--- src/rtl/sorted_key_table_assert.svh ---
// Assertion macros used by the sorted key table RTL.
`ifndef SORTED_KEY_TABLE_ASSERT_SVH
`define SORTED_KEY_TABLE_ASSERT_SVH

// Clocked assertion that is switched off while reset is asserted.
`define SKT_ASSERT(name, prop, msg) \
  name: assert property (@(posedge clk_i) disable iff (!rst_ni) prop) else $error(msg);

// Clocked assertion that also holds while reset is asserted.
`define SKT_ASSERT_ALWAYS(name, prop, msg) \
  name: assert property (@(posedge clk_i) prop) else $error(msg);

`endif

--- src/rtl/skt_pkg.sv ---
// Types and codes used by the sorted key table RTL.
`timescale 1ns / 1ps

package skt_pkg;

  typedef logic [1:0] action_t;
  typedef logic [2:0] status_t;
  typedef logic [6:0] pos_t;

  localparam action_t ActInsert = 2'd0;
  localparam action_t ActDelete = 2'd1;
  localparam action_t ActSearch = 2'd2;

  localparam status_t StInserted  = 3'd0;
  localparam status_t StDuplicate = 3'd1;
  localparam status_t StDeleted   = 3'd2;
  localparam status_t StFound     = 3'd3;
  localparam status_t StNotFound  = 3'd4;
  localparam status_t StEmpty     = 3'd5;
  localparam status_t StFull      = 3'd6;

  localparam int unsigned KeyW = 32;

  typedef struct packed {
    action_t                 action;
    logic signed [KeyW-1:0]  key;
  } in_item_t;

  typedef struct packed {
    status_t status;
    pos_t    position;
    pos_t    occupancy;
  } out_item_t;

endpackage

--- src/rtl/skt_ram.sv ---
// Generic simple dual-port RAM with one write port and one registered read port.
`timescale 1ns / 1ps

module skt_ram #(
  parameter int unsigned Width = 32,
  parameter int unsigned Depth = 64
) (
  input  logic                     clk_i,
  input  logic                     we_i,
  input  logic [$clog2(Depth)-1:0] waddr_i,
  input  logic [Width-1:0]         wdata_i,
  input  logic [$clog2(Depth)-1:0] raddr_i,
  output logic [Width-1:0]         rdata_o
);

  logic [Width-1:0] mem_q [Depth];
  logic [Width-1:0] rdata_q;

  always_ff @(posedge clk_i) begin
    if (we_i) begin
      mem_q[waddr_i] <= wdata_i;
    end
    rdata_q <= mem_q[raddr_i];
  end

  assign rdata_o = rdata_q;

endmodule

--- src/rtl/sorted_key_table.sv ---
// Top level of the sorted key table: a RAM-held ascending set of signed keys.
`timescale 1ns / 1ps
`include "sorted_key_table_assert.svh"

// The block holds up to CAPACITY distinct signed 32-bit keys in ascending order in
// a single RAM with one write port and one registered read port. Each input item
// asks to insert, delete or search one key, and each item yields exactly one result
// item carrying a status, the sorted position of the key where one applies, and the
// number of keys held afterwards. The block works on one item at a time. An item
// first runs a binary search over the held keys, in which each probe reads the RAM
// and then compares the read key, and it ends early when the key is hit. An insert
// then moves every larger key up by one entry, one entry per cycle through the RAM,
// writes the last moved key and then writes the new key; a delete moves every larger
// key down by one entry in the same way and writes the last moved key. The result
// then waits in the finishing state until the output register is free or draining,
// and the block takes the next item once it is idle again. Since keys move one entry
// at a time, a delete at the front of a full table, or an insert at the front of a
// nearly full one, is the slowest case. The output register lets the next item enter
// while an earlier result still waits to be taken. The RAM is never cleared: only
// entries below the key count are read, and those have always been written. Position
// and occupancy carry the low seven bits of their values.
module sorted_key_table #(
  parameter int unsigned CAPACITY = 64
) (
  input  logic                clk_i,
  input  logic                rst_ni,
  input  logic                in_valid_i,
  output logic                in_ready_o,
  input  skt_pkg::in_item_t   in_item_i,
  output logic                out_valid_o,
  input  logic                out_ready_i,
  output skt_pkg::out_item_t  out_item_o
);

  localparam int unsigned AW = $clog2(CAPACITY);
  localparam int unsigned CW = $clog2(CAPACITY + 1);

  // Sequencer states.
  localparam logic [2:0] S_IDLE = 3'd0;
  localparam logic [2:0] S_SRCH = 3'd1;  // issue a probe or decide
  localparam logic [2:0] S_CMP  = 3'd2;  // compare the probed key
  localparam logic [2:0] S_MOVE = 3'd3;  // shift keys, one entry per cycle
  localparam logic [2:0] S_TAIL = 3'd4;  // write the last moved key
  localparam logic [2:0] S_PUT  = 3'd5;  // write the inserted key
  localparam logic [2:0] S_FIN  = 3'd6;  // hand the result to the output register

  logic [2:0]              state_q, state_d;
  logic [CW-1:0]           count_q, count_d;
  logic                    out_valid_q, out_valid_d;
  logic                    pend_q, pend_d;

  skt_pkg::action_t        action_q, action_d;
  logic signed [31:0]      key_q, key_d;
  logic [CW-1:0]           lo_q, lo_d;
  logic [CW-1:0]           hi_q, hi_d;
  logic                    hit_q, hit_d;
  logic [AW-1:0]           mid_q, mid_d;
  logic [AW-1:0]           ptr_q, ptr_d;
  logic [AW-1:0]           last_q, last_d;
  logic [AW-1:0]           waddr_q, waddr_d;
  logic                    up_q, up_d;
  skt_pkg::status_t        res_status_q, res_status_d;
  logic [CW-1:0]           res_pos_q, res_pos_d;
  skt_pkg::out_item_t      out_q, out_d;

  logic [CW:0]             sum_w;
  logic [AW-1:0]           mid_w;
  logic [CW-1:0]           count_next;

  logic                    ram_we;
  logic [AW-1:0]           ram_waddr;
  logic [31:0]             ram_wdata;
  logic [AW-1:0]           ram_raddr;
  logic [31:0]             ram_rdata;

  // Midpoint of the remaining search window; while the window is not empty it lies below the key count.
  assign sum_w = {1'b0, lo_q} + {1'b0, hi_q};
  assign mid_w = sum_w[AW:1];

  always_comb begin
    count_next = count_q;
    if (res_status_q == skt_pkg::StInserted) begin
      count_next = count_q + CW'(1);
    end else if (res_status_q == skt_pkg::StDeleted) begin
      count_next = count_q - CW'(1);
    end
  end

  skt_ram #(
    .Width(32),
    .Depth(CAPACITY)
  ) u_ram (
    .clk_i  (clk_i),
    .we_i   (ram_we),
    .waddr_i(ram_waddr),
    .wdata_i(ram_wdata),
    .raddr_i(ram_raddr),
    .rdata_o(ram_rdata)
  );

  always_comb begin
    state_d      = state_q;
    count_d      = count_q;
    out_valid_d  = out_valid_q & ~out_ready_i;
    pend_d       = pend_q;
    action_d     = action_q;
    key_d        = key_q;
    lo_d         = lo_q;
    hi_d         = hi_q;
    hit_d        = hit_q;
    mid_d        = mid_q;
    ptr_d        = ptr_q;
    last_d       = last_q;
    waddr_d      = waddr_q;
    up_d         = up_q;
    res_status_d = res_status_q;
    res_pos_d    = res_pos_q;
    out_d        = out_q;

    ram_we    = 1'b0;
    ram_waddr = waddr_q;
    ram_wdata = ram_rdata;
    ram_raddr = mid_w;

    case (state_q)
      S_IDLE: begin
        if (in_valid_i) begin
          action_d = in_item_i.action;
          key_d    = in_item_i.key;
          lo_d     = '0;
          hi_d     = count_q;
          hit_d    = 1'b0;
          state_d  = S_SRCH;
        end
      end

      S_SRCH: begin
        if ((lo_q < hi_q) && !hit_q) begin
          mid_d   = mid_w;
          state_d = S_CMP;
        end else begin
          // Search done: lo_q is the first entry not below the key.
          res_status_d = skt_pkg::StNotFound;
          res_pos_d    = '0;
          state_d      = S_FIN;
          case (action_q)
            skt_pkg::ActInsert: begin
              if (hit_q) begin
                res_status_d = skt_pkg::StDuplicate;
              end else if (count_q == CW'(CAPACITY)) begin
                res_status_d = skt_pkg::StFull;
              end else begin
                res_status_d = skt_pkg::StInserted;
                res_pos_d    = lo_q;
                if (lo_q == count_q) begin
                  state_d = S_PUT;
                end else begin
                  ptr_d   = AW'(count_q - CW'(1));
                  last_d  = lo_q[AW-1:0];
                  up_d    = 1'b1;
                  pend_d  = 1'b0;
                  state_d = S_MOVE;
                end
              end
            end
            skt_pkg::ActDelete: begin
              if (count_q == '0) begin
                res_status_d = skt_pkg::StEmpty;
              end else if (hit_q) begin
                res_status_d = skt_pkg::StDeleted;
                res_pos_d    = lo_q;
                if ((lo_q + CW'(1)) != count_q) begin
                  ptr_d   = AW'(lo_q + CW'(1));
                  last_d  = AW'(count_q - CW'(1));
                  up_d    = 1'b0;
                  pend_d  = 1'b0;
                  state_d = S_MOVE;
                end
              end
            end
            skt_pkg::ActSearch: begin
              if (hit_q) begin
                res_status_d = skt_pkg::StFound;
                res_pos_d    = lo_q;
              end
            end
            default: begin
              res_status_d = skt_pkg::StNotFound;
            end
          endcase
        end
      end

      S_CMP: begin
        if ($signed(ram_rdata) < key_q) begin
          lo_d = CW'(mid_q) + CW'(1);
        end else if ($signed(ram_rdata) == key_q) begin
          // Keys are distinct, so an equal probe is the lower bound itself.
          hit_d = 1'b1;
          lo_d  = CW'(mid_q);
          hi_d  = CW'(mid_q);
        end else begin
          hi_d = CW'(mid_q);
        end
        state_d = S_SRCH;
      end

      S_MOVE: begin
        ram_raddr = ptr_q;
        ram_we    = pend_q;
        pend_d    = 1'b1;
        if (up_q) begin
          waddr_d = ptr_q + AW'(1);
          ptr_d   = ptr_q - AW'(1);
        end else begin
          waddr_d = ptr_q - AW'(1);
          ptr_d   = ptr_q + AW'(1);
        end
        if (ptr_q == last_q) begin
          state_d = S_TAIL;
        end
      end

      S_TAIL: begin
        ram_we  = 1'b1;
        pend_d  = 1'b0;
        state_d = up_q ? S_PUT : S_FIN;
      end

      S_PUT: begin
        ram_we    = 1'b1;
        ram_waddr = lo_q[AW-1:0];
        ram_wdata = key_q;
        state_d   = S_FIN;
      end

      S_FIN: begin
        if (!out_valid_q || out_ready_i) begin
          out_d.status    = res_status_q;
          out_d.position  = skt_pkg::pos_t'(res_pos_q);
          out_d.occupancy = skt_pkg::pos_t'(count_next);
          out_valid_d     = 1'b1;
          count_d         = count_next;
          state_d         = S_IDLE;
        end
      end

      default: begin
        state_d = S_IDLE;
      end
    endcase
  end

  always_ff @(posedge clk_i or negedge rst_ni) begin
    if (!rst_ni) begin
      state_q     <= S_IDLE;
      count_q     <= '0;
      out_valid_q <= 1'b0;
      pend_q      <= 1'b0;
    end else begin
      state_q     <= state_d;
      count_q     <= count_d;
      out_valid_q <= out_valid_d;
      pend_q      <= pend_d;
    end
  end

  always_ff @(posedge clk_i) begin
    action_q     <= action_d;
    key_q        <= key_d;
    lo_q         <= lo_d;
    hi_q         <= hi_d;
    hit_q        <= hit_d;
    mid_q        <= mid_d;
    ptr_q        <= ptr_d;
    last_q       <= last_d;
    waddr_q      <= waddr_d;
    up_q         <= up_d;
    res_status_q <= res_status_d;
    res_pos_q    <= res_pos_d;
    out_q        <= out_d;
  end

  assign in_ready_o  = (state_q == S_IDLE);
  assign out_valid_o = out_valid_q;
  assign out_item_o  = out_q;

  // The key count never exceeds the table size.
  `SKT_ASSERT(a_count_range, count_q <= CW'(CAPACITY), "key count above capacity")

  // The RAM is written only while keys are moved or a new key is placed.
  `SKT_ASSERT(a_write_states, ram_we |-> (state_q == S_MOVE || state_q == S_TAIL || state_q == S_PUT), "RAM written outside a move or insert")

  // The key count changes only when a result is handed to the output register.
  `SKT_ASSERT(a_count_update, !$stable(count_q) |-> $past(state_q) == S_FIN, "key count changed outside result hand-over")

  // A result is loaded only into a free or draining output register.
  `SKT_ASSERT(a_no_overwrite, (out_valid_q && !out_ready_i) |=> $stable(out_q), "waiting result overwritten")

endmodule
--- config.mk ---
export PLATFORM = sky130hd
export DESIGN_NAME = sorted_key_table
export DESIGN_NICKNAME = d
export VERILOG_FILES = /design/src/rtl/skt_pkg.sv /design/src/rtl/skt_ram.sv /design/src/rtl/sorted_key_table.sv
export VERILOG_INCLUDE_DIRS = /design/src /design/src/rtl
export SDC_FILE = /design/constraint.sdc
export NUM_CORES = 2
export LEC_CHECK = 0
export BUFFER_PORTS_ARGS = -buffer_cell sky130_fd_sc_hd__buf_2
export CELL_PAD_IN_SITES_DETAIL_PLACEMENT = 1
export CELL_PAD_IN_SITES_GLOBAL_PLACEMENT = 1
export CORE_MARGIN = 3
export CORE_UTILIZATION = 55
export CTS_CLUSTER_DIAMETER = 200
export DETAILED_ROUTE_END_ITERATION = 8
export GPL_TIMING_DRIVEN = 0
export MAX_ROUTING_LAYER = met4
export PLACE_DENSITY_LB_ADDON = 0.2
export SETUP_SLACK_MARGIN = 0.2
export SYNTH_ARGS = -nofsm -noshare
export SYNTH_HDL_FRONTEND = slang
export SYNTH_HIERARCHICAL = 1
export SYNTH_SLANG_ARGS = --single-unit
--- constraint.sdc ---
create_clock -name clk_i -period 6 [get_ports clk_i]
set_input_delay 0.3 -clock clk_i [delete_from_list [all_inputs] [get_ports clk_i]]
set_output_delay 0.3 -clock clk_i [all_outputs]
set_load 0.05 [all_outputs]
* Yosys cells after proc, flatten, opt, wreduce, memory -nomap -nowiden
Memories as Yosys holds them, arrays and structs flattened. A register that Yosys moved wholly into a read port is not among the register bits.
Index checks and enable logic that the tools add are counted.
** Word-level totals
- Register bits :: 113
- Memory bits (writable) :: 2048
- Input bits :: 38
- Output and inout port bits :: 19
- Word-level logic and storage cells :: 166
- Memories :: 1
** Operators by class
- $add $sub $neg :: 7
- Magnitude comparators :: 2
- Eq/ne operators :: 34
- Muxes and demuxes :: 76
- Bitwise logic cells :: 3
- Reductions and logical operators :: 24
** Memories
- u_ram.mem_q :: words 64, bits a word 32, rd ports 1, clocked after Yosys merged registers in 1, wr ports 1, line skt_ram.sv:16 : logic [Width-1:0] mem_q [Depth];
** Operators with widths (number)
- $mux 6 :: 17
- $mux 7 :: 11
- $mux 3 :: 15
- $pmux 6 s2 :: 3
- $eq 32x32->1 :: 1
- $lt 32x32->1 :: 1
- $mux 32 :: 1
- $pmux 7 s2 :: 2
- $reduce_and 9->1 :: 3
- $ne 2x2->1 const B :: 12
- $ne 3x3->1 const B :: 7
- $pmux 3 s7 :: 1
- $pmux 7 s3 :: 1
- $mux 1 :: 17
- $add 7x1->7 const B :: 2
- $eq 3x2->1 const B :: 3
- $eq 3x3->1 const B :: 3
- $pmux 3 s3 :: 1
- $reduce_and 3->1 :: 3
- $pmux 1 s2 :: 4
- $reduce_and 2->1 :: 4
- $add 6x1->7 const B :: 1
- $add 7x7->7 :: 1
- $eq 7x7->1 :: 1
- 26 further kinds :: 31

* Longest topological paths before layout
- Word-level depth :: 8
- Mapped depth :: 17
- Mapped depth without buffers :: 14

* Cells and area by module
The synthesis kept the hierarchy.
** Modules (own cells, without submodules)
- skt_ram :: instances 1, cells an instance 3511, area each 79039.6 µm², seq. area each 62139.6 µm²
- sorted_key_table :: instances 1, cells an instance 673, area each 6811.5 µm², seq. area each 3333.2 µm²

* Worst setup path after synthesis
OpenSTA, ideal clock, no wires.
- Path kind :: flip-flop to flip-flop
- Start :: reg state_q[1]
- End :: mem u_ram.mem_q[0][1] (data pin)
- Library setup time :: 0.702 ns
- Arrival time :: 3.618 ns
- Data required time :: 5.298 ns
- Slack :: 1.680 ns
- Stages on the path, launching flop included :: 6
- Path buffers :: 2
- Period minus slack after synthesis :: 4.320 ns
- Cell sequence :: dfrtp_1 -> clkbuf_1 -> nor2b_1 -> nand2_1 -> clkbuf_1 -> o21ai_0
** On the way
- Longest elaborated chain between the ends :: 2
** Ends and longest elaborated chain
- start, declared :: line sorted_key_table.sv:47 : logic [2:0] state_q, state_d;
- start signal, assigned :: line sorted_key_table.sv:261 : state_q <= state_d;
- $eq 3x3->1 :: line sorted_key_table.sv:125 : case (state_q)
- $mux 32 :: line sorted_key_table.sv:125
- net ram_wdata[1] :: line sorted_key_table.sv:72 : logic [31:0] ram_wdata;
- end, declared :: line skt_ram.sv:16
The timed path passes the listed nets, and every way through them passes these cells.

* Worst setup path after layout
- Start :: reg state_q[0]
- End :: reg u_ram.rdata_q[4] (netlist: u_ram/rdata_o[4]) (read register of u_ram.mem_q)
** On the way
- Longest elaborated chain between the ends :: 2
** Ends and longest elaborated chain
- $eq 3x2->1 :: line sorted_key_table.sv:125
- $mux 6 :: line sorted_key_table.sv:125
- net ram_raddr[1] :: line sorted_key_table.sv:73 : logic [AW-1:0] ram_raddr;
- end, declared :: line skt_ram.sv:17 : logic [Width-1:0] rdata_q;
The timed path passes the listed nets, and every way through them passes these cells.
A chain may end at the register's enable or synchronous reset.

==> flow_summary.ini <==
[synth]
synth.area.mux_share = 0.1412
synth.avg_cell_area_um2 = 20.52
synth_ff_type = edfxtp_1
largest_family_of_logic_cells_by_synthesized_area = multiplexers
number_of_enable_type_register_cells_in_the_synthesized_netlist = 2149
flop_and_latch_count_out_of_synthesis = 2193
async_reset_ff_frac = 0.005472
yosysTopAreaCell = edfxtp_1
mappedNetlistNets = 4273
netlist_top_cells_area = edfxtp_1, mux4_2, mux2i_1
syn-instance-count = 4184
synth_compound_area_frac = 0.03969
synthDominantCellAreaShare = 0.7517
synthXorXnorAreaFrac = 0.005538
synth_adder_area_share = 0.007520
synthesis.area_um2 = 85850
post_synth_and_or_nand_nor_area_fraction = 0.02411
synth.yosys.warnings = 6
seq_area_frac_synth = 0.7626
cell_variety_after_synth = 74

[layout]
layout_common_cells = edfxtp_1, mux4_2, clkbuf_16
final_common_cell = edfxtp_1
syn2layout_area_growth_pct = 15.48
layout.core_utilization = 0.6413
fillers = 12520
post_route_cells_drive_above_1_share = 0.2489
final_nets = 4689

[floorplan]
core_region_area_um2 = 154600
io_pins = 57
fp-row-count = 144
die-height_um = 401.1
floorplan.die_area_um2 = 160900
dieWidth_um = 401.1
starting_density = 0.5554

[detailed_routing]
postRouteWirelength_um = 272500
route.met3.wl_um = 33240
viasPerCell = 6.953
final_antenna_net_count = 0
drtPass1Iterations = 5
drcViolationCount = 0
avgRoutedWirePerCell_um = 39.86
total_number_of_vias = 47530
met1Wirelength_um = 98910
initialDrtViolationCount = 7775
topRoutingLayerUsed = met4
met2_wirelength_um = 127200

[worst_setup_path]
timing.critical_path.cells = clkbuf_1 > inv_1 > nor2_1 > nand2_1 > clkinv_1 > nor2_1 > a21oi_1 > buf_2 > buf_2 > buf_2 > buf_1 > mux2i_1 > o21ai_0 > and4_1
crit_path_max_incr_delay_ns = 1.00
criticalPathCategory = flop to flop
timing.critical_path.arrival_ns = 6.54
critical_path.endpoint_type = flop
path_common_cell = buf_2
required_ns = 6.71
critical_path.max_fanout = 13
critPathBufInv = 7
path_delay_family = buffers and inverters
critPathSlowestCell = buf_1
start_kind = flop

[global_route]
first_pass_grt_wire_length_um = 382400
maximum_number_of_pins_on_one_net_before_global_route_repair = 65
grt-ovfl-total = 0
global_route.usage.total = 0.3512
antenna_found_initial = 20
grt_pass1_vias = 48380

[clocking]
worst_skew_pair.late_latency_ns = 0.85
maximum_number_of_buffers_from_clock_root_to_sink = 3
clock-sinks = 2193
cts_buffers = 215
worst_setup_hold_path_clk_slew_ns = 0.07
tritoncts_clock_tree = done
htree_levels = 4
clockRootBuffer = clkbuf_16

[sta]
post-route-min-period_ns = 5.827
final_hold_viol_count = 0
slew_headroom = -0.1099
clock_skews_ns = 0.03405
report.final.setup_viol = 0
period_share = 0.9711
rsz0062_at_grt = true
final_max_slew_viol_count = 3
max_slew.worst_pin.slew_ns = 1.650
setup_ws_ns = 0.1732
fmaxAchievable_mhz = 171.6

[place]
post-place-ws_ns = -0.7547
final_weighted_congestion_in_routability_driven_placement = 0.9122
half_perimeter_wire_length_of_the_detailed_placement_result_um = 180600
place.port_buffers = 56

[run_status]
violations = max-capacitance violations, max-slew violations
outcome = finished, violations left

[job]
drv.max_cap_violation_count = 1

[min_path]
min-delay-path-class = input pin to flop
final timing paths:
path,cells past startpoint,from,slack (ns),endpoint
max reg2reg,14,state_q[0]$_DFFE_PN0P_,0.17,u_ram/rdata_o[4]$_DFF_P_
max in group asynchronous,3,rst_ni,4.93,count_q[6]$_DFFE_PN0P_
min in group asynchronous,3,rst_ni,0.64,state_q[0]$_DFFE_PN0P_
min,2,in_item_i[19],0.18,key_q[19]$_DFFE_PP_
min reg2reg,0,res_pos_q[4]$_DFFE_PP_,0.42,out_item_o[11]$_DFFE_PP_
max,14,state_q[0]$_DFFE_PN0P_,0.17,u_ram/rdata_o[4]$_DFF_P_
cell usage after synthesis, types with 24 or more instances:
master and n:
a21oi_1 61, a22oi_1 128, a31oi_1 24, buf_2 59, buf_4 29, buf_6 32
clkbuf_1 97, dfxtp_1 32, edfxtp_1 2149, ha_1 50, inv_1 63, mux2i_1 193
mux4_2 446, nand2_1 126, nand3_1 65, nor2_1 127, nor2b_1 28, o21ai_0 96
o22ai_1 42, xnor2_1 28
layout make-up:
class / count / area, um^2 / area share
Sequential cell: 2193 / 65470 / 0.6604
Multi-Input combinational cell: 1691 / 19590 / 0.1976
Clock buffer: 272 / 5707 / 0.05756
Timing Repair Buffer: 199 / 2808 / 0.02832
Tap cell: 2044 / 2557 / 0.02580
Buffer: 236 / 1446 / 0.01459
Clock inverter: 122 / 1279 / 0.01290
Inverter: 64 / 240.2 / 0.002423
Antenna cell: 15 / 37.54 / 0.0003786
stage by stage:
stage | cells | hold WS, ns | instance area (um^2) | TNS (ns)
5_1_grt | 6832 | 0.1673 | 99130 | 0
2_1_floorplan | 4184 | 0.004409 | 85850 | 0
6_report | 6836 | 0.1767 | 99140 | 0
3_5_place_dp | 6387 | 0.2328 | 91660 | -3.448
4_1_cts | 6819 | 0.1299 | 99050 | 0
3_3_place_gp | 6284 | 0.2140 | 88690 | -5227.00
registers in the layout, indices dropped and copies added (netlist names):
signal         cells
hi_q               7
pend_q             1
action_q           2
count_q            7
res_status_q       3
waddr_q            6
ptr_q              6
up_q               1
u_ram/mem_q     2048
lo_q               7
res_pos_q          7
out_valid_o        1
mid_q              6
hit_q              1
state_q            3
u_ram/rdata_o     32
last_q             6
key_q             32
out_item_o        17
worst reg2reg max path: cells and delay by family, from the launching register on:
family / cells / cell delay, ns
mux: 1 / 0.64
simple gates: 4 / 1.06
compound gates: 2 / 0.40
flops: 1 / 0.32
buf+inv: 7 / 3.29
what timing repair did:
action | in CTS | in global routing
setup buffers | 0 | 2
pin swaps | 0 | 1
hold endpoints to repair | 48 | 0
gates cloned | 0 | 0
resized for setup | 13 | 22
endpoints found under the setup margin | 32 | 12
hold buffers | 38 | 0
per-layer routing:
metal / GRT usage / vias to the layer above
li1: - / 18210
met1: 0.4708 / 25040
met2: 0.5227 / 3650
met3: 0.08667 / 634
met4: 0.1447 / 0
met5: - / -
logic make-up (layout without fill, tap and decap cells):
family / Yosys count / count (layout)
compound gates: 497 / 497
xor+xnor: 51 / 51
fa+ha+maj: 51 / 51
buf+inv: 300 / 893
flops: 2193 / 2193
mux: 651 / 651
other cells: 0 / 15
simple gates: 441 / 441
Power is left out: the tool's default activity adds up to more than one toggle a clock period on the data nets, which glitch-free logic cannot reach.
